==> config.mk <==
export PLATFORM = sky130hd
export DESIGN_NAME = bus_to_flit_packet_adapter_unit
export DESIGN_NICKNAME = d
export VERILOG_FILES = /design/src/rtl/bfa_pkg.sv /design/src/rtl/bfa_ctrl.sv /design/src/rtl/bfa_dp.sv /design/src/rtl/bus_to_flit_packet_adapter_unit.sv
export SDC_FILE = /design/constraint.sdc
export NUM_CORES = 1
export LEC_CHECK = 0
export BUFFER_PORTS_ARGS = -buffer_cell sky130_fd_sc_hd__buf_2
export CAP_MARGIN = 30
export CELL_PAD_IN_SITES_DETAIL_PLACEMENT = 0
export CELL_PAD_IN_SITES_GLOBAL_PLACEMENT = 1
export CORE_ASPECT_RATIO = 0.75
export CORE_MARGIN = 4
export CORE_UTILIZATION = 40
export DETAILED_ROUTE_END_ITERATION = 10
export HOLD_SLACK_MARGIN = 0.12
export PLACE_DENSITY = 0.64
export SYNTH_ARGS = -nofsm -noshare
export SYNTH_HDL_FRONTEND = slang
export SYNTH_SLANG_ARGS = --single-unit
==> constraint.sdc <==
create_clock -name i_clk -period 12.8 [get_ports i_clk]
set_input_delay 0.64 -clock i_clk [delete_from_list [all_inputs] [get_ports i_clk]]
set_output_delay 0.64 -clock i_clk [all_outputs]
set_load 0.1 [all_outputs]
==> src/rtl/bfa_pkg.sv <==
`default_nettype none
package bfa_pkg;

    localparam int DEF_TX_WORDS    = 16;
    localparam int DEF_RX_WORDS    = 16;
    localparam int REG_WINDOW_BASE = 1024;
    localparam int ACC_WINDOW_BASE = 2048;

    localparam int WORD_W     = 15;
    localparam int IN_W       = 120;
    localparam int IN_USER_W  = 2;
    localparam int OUT_W      = 104;
    localparam int OUT_USER_W = 1;

    localparam logic [WORD_W-1:0] REG_WORD = WORD_W'(REG_WINDOW_BASE / 4);
    localparam logic [WORD_W-1:0] ACC_WORD = WORD_W'(ACC_WINDOW_BASE / 4);

    localparam logic [7:0]  UPPER_BE_MASK = 8'hF0;
    localparam logic [31:0] ALL_ONES      = '1;

    typedef enum logic [1:0] {
        MODE_WRITE = 2'd0,
        MODE_READ  = 2'd1,
        MODE_FLIT  = 2'd2,
        MODE_NONE  = 2'd3
    } t_mode;

    typedef enum logic [1:0] {
        REG_SEND  = 2'd0,
        REG_DONE  = 2'd1,
        REG_EMPTY = 2'd2,
        REG_FULL  = 2'd3
    } t_reg;

    typedef enum logic [1:0] {
        ST_IDLE,
        ST_EXEC,
        ST_SEND
    } t_state;

    typedef struct packed {
        logic in_ready;
        logic load_resp;
        logic tx_rd_first;
        logic load_flit;
        logic send_end;
    } t_cmd;

    typedef struct packed {
        logic bus_req;
        logic req_send;
        logic out_free;
        logic idx_last;
    } t_sts;

endpackage
`default_nettype wire

==> src/rtl/bfa_ctrl.sv <==
`default_nettype none
module bfa_ctrl (
    input  wire           i_clk,
    input  wire           i_rst_n,
    input  bfa_pkg::t_sts i_sts,
    output bfa_pkg::t_cmd o_cmd
);
    import bfa_pkg::*;

    t_state r_state;
    t_state n_state;

    always_ff @(posedge i_clk) begin
        if (!i_rst_n) begin
            r_state <= ST_IDLE;
        end else begin
            r_state <= n_state;
        end
    end

    always_comb begin
        n_state = r_state;
        unique case (r_state)
            ST_IDLE: begin
                if (i_sts.bus_req) begin
                    n_state = ST_EXEC;
                end
            end
            ST_EXEC: begin
                if (i_sts.out_free) begin
                    n_state = i_sts.req_send ? ST_SEND : ST_IDLE;
                end
            end
            ST_SEND: begin
                if (i_sts.out_free && i_sts.idx_last) begin
                    n_state = ST_IDLE;
                end
            end
            default: n_state = ST_IDLE;
        endcase
    end

    always_comb begin
        o_cmd = '0;
        unique case (r_state)
            ST_IDLE: begin
                o_cmd.in_ready = 1'b1;
            end
            ST_EXEC: begin
                o_cmd.load_resp   = i_sts.out_free;
                o_cmd.tx_rd_first = i_sts.out_free && i_sts.req_send;
            end
            ST_SEND: begin
                o_cmd.load_flit = i_sts.out_free;
                o_cmd.send_end  = i_sts.out_free && i_sts.idx_last;
            end
            default: o_cmd = '0;
        endcase
    end

endmodule
`default_nettype wire

==> src/rtl/bfa_dp.sv <==
`default_nettype none
module bfa_dp #(
    parameter int TX_WORDS = bfa_pkg::DEF_TX_WORDS,
    parameter int RX_WORDS = bfa_pkg::DEF_RX_WORDS
) (
    input  wire                            i_clk,
    input  wire                            i_rst_n,
    input  wire                            i_tvalid,
    input  wire  [bfa_pkg::IN_W-1:0]       i_tdata,
    input  wire  [bfa_pkg::IN_USER_W-1:0]  i_tuser,
    input  wire                            i_tlast,
    output logic                           o_tvalid,
    input  wire                            i_tready,
    output logic [bfa_pkg::OUT_W-1:0]      o_tdata,
    output logic [bfa_pkg::OUT_USER_W-1:0] o_tuser,
    output logic                           o_tlast,
    input  bfa_pkg::t_cmd                  i_cmd,
    output bfa_pkg::t_sts                  o_sts
);
    import bfa_pkg::*;

    localparam int TX_AW = (TX_WORDS > 1) ? $clog2(TX_WORDS) : 1;
    localparam int RX_AW = (RX_WORDS > 1) ? $clog2(RX_WORDS) : 1;
    localparam int CNT_W = $clog2(RX_WORDS + 1);

    logic [31:0] tx_mem [TX_WORDS];
    logic [31:0] rx_mem [RX_WORDS];

    logic [15:0]       byte_address;
    logic [7:0]        byte_enable;
    logic [63:0]       write_data;
    logic [31:0]       flit_in_data;
    t_mode             mode;
    logic              accept;
    logic              upper;
    logic [WORD_W-1:0] word;
    logic [31:0]       value;
    logic              is_acc;
    logic              is_reg;
    logic              tx_in_range;
    logic              rx_in_range;
    logic              rx_room;
    logic              wr_acc;
    logic              rd_acc;
    logic              fl_acc;
    logic [31:0]       rval;
    logic              rd_mem;
    logic              rd_err;
    logic              tx_rd_en;
    logic [TX_AW-1:0]  tx_rd_addr;
    logic              idx_last;
    logic [31:0]       resp32;

    logic              r_done;
    logic              r_full;
    logic              r_armed;
    logic [CNT_W-1:0]  r_count;
    logic [TX_AW-1:0]  r_idx;
    logic              r_req_send;
    logic              r_req_read;
    logic              r_req_upper;
    logic              r_req_err;
    logic              r_req_mem;
    logic [31:0]       r_req_rval;
    logic [31:0]       r_tx_rdata;
    logic [31:0]       r_rx_rdata;
    logic              r_out_valid;
    logic              r_out_kind;
    logic [63:0]       r_out_rdata;
    logic              r_out_err;
    logic [31:0]       r_out_fdata;
    logic              r_out_head;
    logic              r_out_tail;
    logic              r_out_last;

    assign byte_address = i_tdata[15:0];
    assign byte_enable  = i_tdata[23:16];
    assign write_data   = i_tdata[87:24];
    assign flit_in_data = i_tdata[119:88];
    assign mode         = t_mode'(i_tuser);

    assign accept = i_tvalid && i_cmd.in_ready;
    assign wr_acc = accept && (mode == MODE_WRITE);
    assign rd_acc = accept && (mode == MODE_READ);
    assign fl_acc = accept && (mode == MODE_FLIT);

    assign upper       = (byte_enable & UPPER_BE_MASK) != 8'h00;
    assign word        = WORD_W'(byte_address[15:2]) + WORD_W'(upper);
    assign value       = upper ? write_data[63:32] : write_data[31:0];
    assign is_acc      = word >= ACC_WORD;
    assign is_reg      = !is_acc && (word >= REG_WORD);
    assign tx_in_range = word < WORD_W'(TX_WORDS);
    assign rx_in_range = word < WORD_W'(RX_WORDS);
    assign rx_room     = r_count < CNT_W'(RX_WORDS);

    always_comb begin
        rval   = ALL_ONES;
        rd_mem = 1'b0;
        rd_err = 1'b0;
        if (is_acc) begin
            rval = ALL_ONES;
        end else if (is_reg) begin
            if (word == REG_WORD + WORD_W'(REG_DONE)) begin
                rval = {31'd0, r_done};
            end else if (word == REG_WORD + WORD_W'(REG_FULL)) begin
                rval = {31'd0, r_full};
            end
        end else if (mode == MODE_WRITE) begin
            rd_err = !tx_in_range;
        end else if (rx_in_range) begin
            rd_mem = 1'b1;
        end else begin
            rd_err = 1'b1;
        end
    end

    always_ff @(posedge i_clk) begin
        if (wr_acc && !is_acc && !is_reg && tx_in_range) begin
            tx_mem[word[TX_AW-1:0]] <= value;
        end
        if (tx_rd_en) begin
            r_tx_rdata <= tx_mem[tx_rd_addr];
        end
    end

    always_ff @(posedge i_clk) begin
        if (fl_acc && r_armed && rx_room) begin
            rx_mem[r_count[RX_AW-1:0]] <= flit_in_data;
        end
        if (rd_acc && !is_acc && !is_reg && rx_in_range) begin
            r_rx_rdata <= rx_mem[word[RX_AW-1:0]];
        end
    end

    always_ff @(posedge i_clk) begin
        if (!i_rst_n) begin
            r_done     <= 1'b1;
            r_full     <= 1'b0;
            r_armed    <= 1'b0;
            r_count    <= '0;
            r_req_send <= 1'b0;
        end else begin
            if (accept && (mode == MODE_WRITE || mode == MODE_READ)) begin
                r_req_send <= wr_acc && is_reg && (word == REG_WORD + WORD_W'(REG_SEND));
            end
            if (wr_acc && is_reg) begin
                if (word == REG_WORD + WORD_W'(REG_SEND)) begin
                    r_done <= 1'b0;
                end else if (word == REG_WORD + WORD_W'(REG_EMPTY)) begin
                    r_full  <= 1'b0;
                    r_armed <= 1'b1;
                    r_count <= '0;
                end
            end
            if (fl_acc && r_armed) begin
                if (rx_room) begin
                    r_count <= r_count + CNT_W'(1);
                end
                if (i_tlast) begin
                    r_full  <= 1'b1;
                    r_armed <= 1'b0;
                end
            end
            if (i_cmd.send_end) begin
                r_done <= 1'b1;
            end
        end
    end

    always_ff @(posedge i_clk) begin
        if (accept) begin
            r_req_read  <= mode == MODE_READ;
            r_req_upper <= upper;
            r_req_err   <= rd_err;
            r_req_mem   <= rd_mem;
            r_req_rval  <= rval;
        end
    end

    assign idx_last   = r_idx == TX_AW'(TX_WORDS - 1);
    assign tx_rd_en   = i_cmd.tx_rd_first || (i_cmd.load_flit && !idx_last);
    assign tx_rd_addr = i_cmd.tx_rd_first ? '0 : r_idx + TX_AW'(1);

    always_ff @(posedge i_clk) begin
        if (!i_rst_n) begin
            r_idx <= '0;
        end else if (i_cmd.tx_rd_first) begin
            r_idx <= '0;
        end else if (i_cmd.load_flit) begin
            r_idx <= r_idx + TX_AW'(1);
        end
    end

    assign resp32 = r_req_mem ? r_rx_rdata : r_req_rval;

    always_ff @(posedge i_clk) begin
        if (!i_rst_n) begin
            r_out_valid <= 1'b0;
        end else if (i_cmd.load_resp || i_cmd.load_flit) begin
            r_out_valid <= 1'b1;
        end else if (i_tready) begin
            r_out_valid <= 1'b0;
        end
    end

    always_ff @(posedge i_clk) begin
        if (i_cmd.load_resp) begin
            r_out_kind  <= 1'b0;
            r_out_err   <= r_req_err;
            r_out_fdata <= '0;
            r_out_head  <= 1'b0;
            r_out_tail  <= 1'b0;
            r_out_last  <= !r_req_send;
            if (!r_req_read) begin
                r_out_rdata <= '0;
            end else if (r_req_upper) begin
                r_out_rdata <= {resp32, 32'd0};
            end else begin
                r_out_rdata <= {32'd0, resp32};
            end
        end else if (i_cmd.load_flit) begin
            r_out_kind  <= 1'b1;
            r_out_rdata <= '0;
            r_out_err   <= 1'b0;
            r_out_fdata <= r_tx_rdata;
            r_out_head  <= r_idx == '0;
            r_out_tail  <= idx_last;
            r_out_last  <= idx_last;
        end
    end

    assign o_tvalid = r_out_valid;
    assign o_tdata  = {5'd0, r_out_tail, r_out_head, r_out_fdata, r_out_err, r_out_rdata};
    assign o_tuser  = r_out_kind;
    assign o_tlast  = r_out_last;

    assign o_sts.bus_req  = i_tvalid && (mode == MODE_WRITE || mode == MODE_READ);
    assign o_sts.req_send = r_req_send;
    assign o_sts.out_free = !r_out_valid || i_tready;
    assign o_sts.idx_last = idx_last;

endmodule
`default_nettype wire

==> src/rtl/bus_to_flit_packet_adapter_unit.sv <==
// Channel   Dir  tdata (low bit up)                                    tuser   tlast
// s_axis    in   byte_address[16] byte_enable[8] write_data[64]        mode    flit_in_tail
//                flit_in_data[32]
// m_axis    out  read_data[64] bus_error flit_out_data[32]             kind    last
//                flit_out_head flit_out_tail (pad to 104)
//
// Flit arrivals are taken in the idle state and leave the block ready for input.
// A bus access decodes and reads the buffer memory when taken; the execute state then
// loads the output register. A send write streams TX_WORDS flits from the transmit
// memory, one flit per cycle while m_axis does not stall. No input is taken in the
// execute state or during a send; a result still waiting on m_axis stalls both.
// Sync active-low reset sets done, clears other flags, state, output valid; buffers kept.
`default_nettype none
module bus_to_flit_packet_adapter_unit #(
    parameter int TX_WORDS = bfa_pkg::DEF_TX_WORDS,
    parameter int RX_WORDS = bfa_pkg::DEF_RX_WORDS
) (
    input  wire                            i_clk,
    input  wire                            i_rst_n,
    input  wire                            s_axis_tvalid,
    output logic                           s_axis_tready,
    // byte_address, byte_enable, write_data, flit_in_data
    input  wire  [bfa_pkg::IN_W-1:0]       s_axis_tdata,
    // mode
    input  wire  [bfa_pkg::IN_USER_W-1:0]  s_axis_tuser,
    input  wire                            s_axis_tlast,
    output logic                           m_axis_tvalid,
    input  wire                            m_axis_tready,
    // read_data, bus_error, flit_out_data, flit_out_head, flit_out_tail, zero pad
    output logic [bfa_pkg::OUT_W-1:0]      m_axis_tdata,
    // kind
    output logic [bfa_pkg::OUT_USER_W-1:0] m_axis_tuser,
    output logic                           m_axis_tlast
);
    import bfa_pkg::*;

    t_cmd cmd;
    t_sts sts;

    bfa_ctrl u_ctrl (
        .i_clk   (i_clk),
        .i_rst_n (i_rst_n),
        .i_sts   (sts),
        .o_cmd   (cmd)
    );

    bfa_dp #(
        .TX_WORDS (TX_WORDS),
        .RX_WORDS (RX_WORDS)
    ) u_dp (
        .i_clk    (i_clk),
        .i_rst_n  (i_rst_n),
        .i_tvalid (s_axis_tvalid),
        .i_tdata  (s_axis_tdata),
        .i_tuser  (s_axis_tuser),
        .i_tlast  (s_axis_tlast),
        .o_tvalid (m_axis_tvalid),
        .i_tready (m_axis_tready),
        .o_tdata  (m_axis_tdata),
        .o_tuser  (m_axis_tuser),
        .o_tlast  (m_axis_tlast),
        .i_cmd    (cmd),
        .o_sts    (sts)
    );

    assign s_axis_tready = cmd.in_ready;

endmodule
`default_nettype wire

==> impl_metrics.json <==
{
  "worstPathArrival_ns": 4.83,
  "p_sw_mw": 1.68,
  "ir_drop_uv": 114,
  "fin_tns_setup_ns": 0,
  "intPower_mw": 6.38,
  "dp_hpwl_microns": 59200,
  "nets": 2830,
  "timing.rr.start": "u_dp.r_idx[1]$_SDFFE_PP0P_",
  "multi_input_area_sq_um": 10500,
  "path_clk_slew_ns": 0.06,
  "cts_resized": 0,
  "gp_congestion": 0.800,
  "swShare_pct": 20.9,
  "drt_iter0_drc": 2411,
  "cts_root_buffer": "clkbuf_16",
  "vias_per_cell": 5.56,
  "hold_class": "input pin to flip-flop",
  "antenna_left": 0,
  "whs_ns": 0.273,
  "endpoint_kind": "flip-flop",
  "rsz0062_at_grt": "no",
  "cts_num_sinks": 1211,
  "slew-limit-headroom_pct": 30.1,
  "synth_edf_count": 1160,
  "grt-busiest-layer": "met2",
  "clock_skew_ns": 0.0504,
  "area_growth_pct": 15.4,
  "start_util_pct": 40.3,
  "synth_top_flop_cell": "edfxtp_1",
  "synth_area_leaders": "edfxtp_1 75%, mux4_2 7.8%, mux2i_1 3.5%",
  "gr-usage-met3_pct": 3.91,
  "p_per_area_nw_per_um2": 150,
  "rows": 108,
  "synth_cells": 2442,
  "critPathKind": "input pin to flip-flop",
  "portBuffers": 223,
  "required_ns": 13.13,
  "wl_per_cell_microns": 26.7,
  "final_cells": 4342,
  "clock_path_buffers": 3,
  "hold_buffers": 0,
  "syn_area_sq_um": 46700,
  "worst_slew_pin_slew_ns": 1.05,
  "finalWirelength_microns": 116000,
  "ioPinCount": 235,
  "timing.fmax_mhz": 222,
  "place_inst": 4113,
  "grt.total_usage_pct": 18.7,
  "pwr-share-clk_pct": 42.1,
  "antenna_found_initial": 8,
  "grt_pass1_wl_microns": 168000,
  "n_fill_cell": 9606,
  "grt_max_degree": 97,
  "synth_common_cells": "1160 x edfxtp_1, 162 x mux4_2, 161 x mux2i_1",
  "clk-insertion-delay-late_ns": 0.75,
  "final_layout_size_suffix_gt1_share_pct": 29.0,
  "maxSlewViolCount": 0,
  "synth-seq-cells": 1211,
  "p_seq_share_pct": 54.0,
  "grt_util_met2_pct": 29.4,
  "synth_area_per_cell_sq_um": 19.1,
  "die_area_sq_um": 122000,
  "preCtsSetupSlack_ns": 7.58,
  "numCtsBuffers": 118,
  "die_h_microns": 304,
  "synth_most_common_cell": "edfxtp_1",
  "post-route-period-util_pct": 35.1,
  "pwr-share-comb_pct": 3.9,
  "hp-start": "s_axis_tdata[118]",
  "grt_overflow": 0,
  "final_hold_viol_count": 0,
  "status": "completed",
  "cts_setup_buffers": 0,
  "regArea_sq_um": 35900,
  "critPathLaunchType": "input pin",
  "drt-pass1-iter-count": 5,
  "setup_viol": 0,
  "ys_warn_count": 0,
  "synth_cell_type_count": 55,
  "synth_area_leader_cell": "edfxtp_1",
  "synth_top_area_share_pct": 74.6,
  "cts-htree-levels": 3,
  "via_count": 24100,
  "max_cap_viol_count": 0,
  "cts_tree": "yes",
  "crit_start": "s_axis_tdata[21]",
  "cp_max_fo": 33,
  "dieWidth_microns": 402,
  "core_area_sq_um": 116000,
  "async_reset_ff_share_pct": 0,
  "setup_ws_ns": 8.30,
  "yosysSeqAreaShare_pct": 76.8,
  "grt_pass1_vias": 24700,
  "period_needed_ns": 4.50,
  "p_leak_nw": 17.1,
  "post-route-drc-count": 0,
  "use_met1_pct": 26.8
}
==> routing by layer <==
metal  part of all wire, %  routed length, microns  up-vias
li1                      -                       -    10500
met1                    45                   52000    12700
met4                   2.2                    2540        2
met5                 0.015                      17        -
met2                    47                   54100      822
met3                   6.3                    7320      175
==> layout make-up <==
type	count	area share, %
Sequential cell	1211	66.6
Inverter	11	0.0767
Clock inverter	84	1.33
Timing Repair Buffer	288	3.18
Antenna cell	4	0.0186
Clock buffer	139	5.72
Tap cell	1540	3.58
Multi-Input combinational cell	1065	19.5
==> critical path, cell delays in order <==
cell     delay (ns)
buf_2          0.10
nor4_2         0.25
buf_4          0.51
inv_1          0.29
ha_4           0.27
ha_4           0.20
nand4_1        0.13
and3_1         0.17
mux2i_1        0.23
or4b_1         1.02
nor3_2         0.33
buf_4          0.65
==> cells in the final DEF (no fill, tap or decap), types with 6 or more instances in the layout <==
master     count
a21oi_1       72
a22oi_1       31
a31oi_1       33
buf_2        223
buf_4         58
bufinv_16      9
clkbuf_1      17
clkbuf_16    119
clkinv_1      31
clkinv_2      34
dfxtp_1       50
edfxtp_1    1160
ha_1           6
inv_1         11
mux2_2        97
mux2i_1      161
mux4_2       162
nand2_1       84
nand3_1       13
nor2_1        82
nor2_4        14
nor3_1        10
nor3_2        20
o21ai_0      102
o221a_2       31
o221ai_1      32
o32ai_1       31
==> logic make-up after synthesis <==
group           count (synthesis)  synth area share, %
compound gates                355                 5.12
simple gates                  268                 2.55
fa+ha+maj                       8                0.214
buf+inv                       170                 1.53
other cells                     1              0.00803
xor+xnor                        9                0.169
mux                           420                 13.6
flops                        1211                 76.8
==> metrics by stage <==
step / power (mW) / utilization, % / instance area (sq um)
2_1_floorplan: 4.65 / - / 46700
3_3_place_gp: 4.74 / 43.1 / 49900
3_5_place_dp: 4.75 / 43.2 / 50000
4_1_cts: 8.14 / 46.5 / 53800
5_1_grt: 8.33 / 46.5 / 53900
6_report: 8.06 / 46.5 / 53900
==> registers in the layout (all words and copies together) (netlist names), 2 cells and up <==
register / flops
u_dp.r_idx: 4
u_dp.r_count: 5
u_dp.r_tx_rdata: 32
u_dp.rx_mem: 512
u_dp.r_out_rdata: 64
u_ctrl.r_state: 2
u_dp.tx_mem: 512
u_dp.r_rx_rdata: 32
u_dp.r_out_fdata: 32
u_dp.r_req_rval: 2
==> power by group through the flow <==
stage / clock [mW] / sequential (mW) / combinational (mW)
6_report: 3.39 / 4.35 / 0.317
5_1_grt: 3.64 / 4.35 / 0.342
4_1_cts: 3.47 / 4.35 / 0.320
2_1_floorplan: 0 / 4.45 / 0.192
3_5_place_dp: 0 / 4.44 / 0.319
3_3_place_gp: 0 / 4.44 / 0.307
==> final timing paths <==
check | end | slack, ns | cells after the start
hold / removal | u_dp.rx_mem[5][30]$_DFFE_PP_ | 0.27 | 1
setup / recovery | u_dp.tx_mem[15][6]$_DFFE_PP_ | 8.30 | 12
hold reg to reg | u_dp.r_out_fdata[14]$_SDFFE_PP0P_ | 0.45 | 2
setup reg to reg | u_dp.r_tx_rdata[17]$_DFFE_PP_ | 9.02 | 9
No activity file was read; power rests on OpenSTA's default activity.
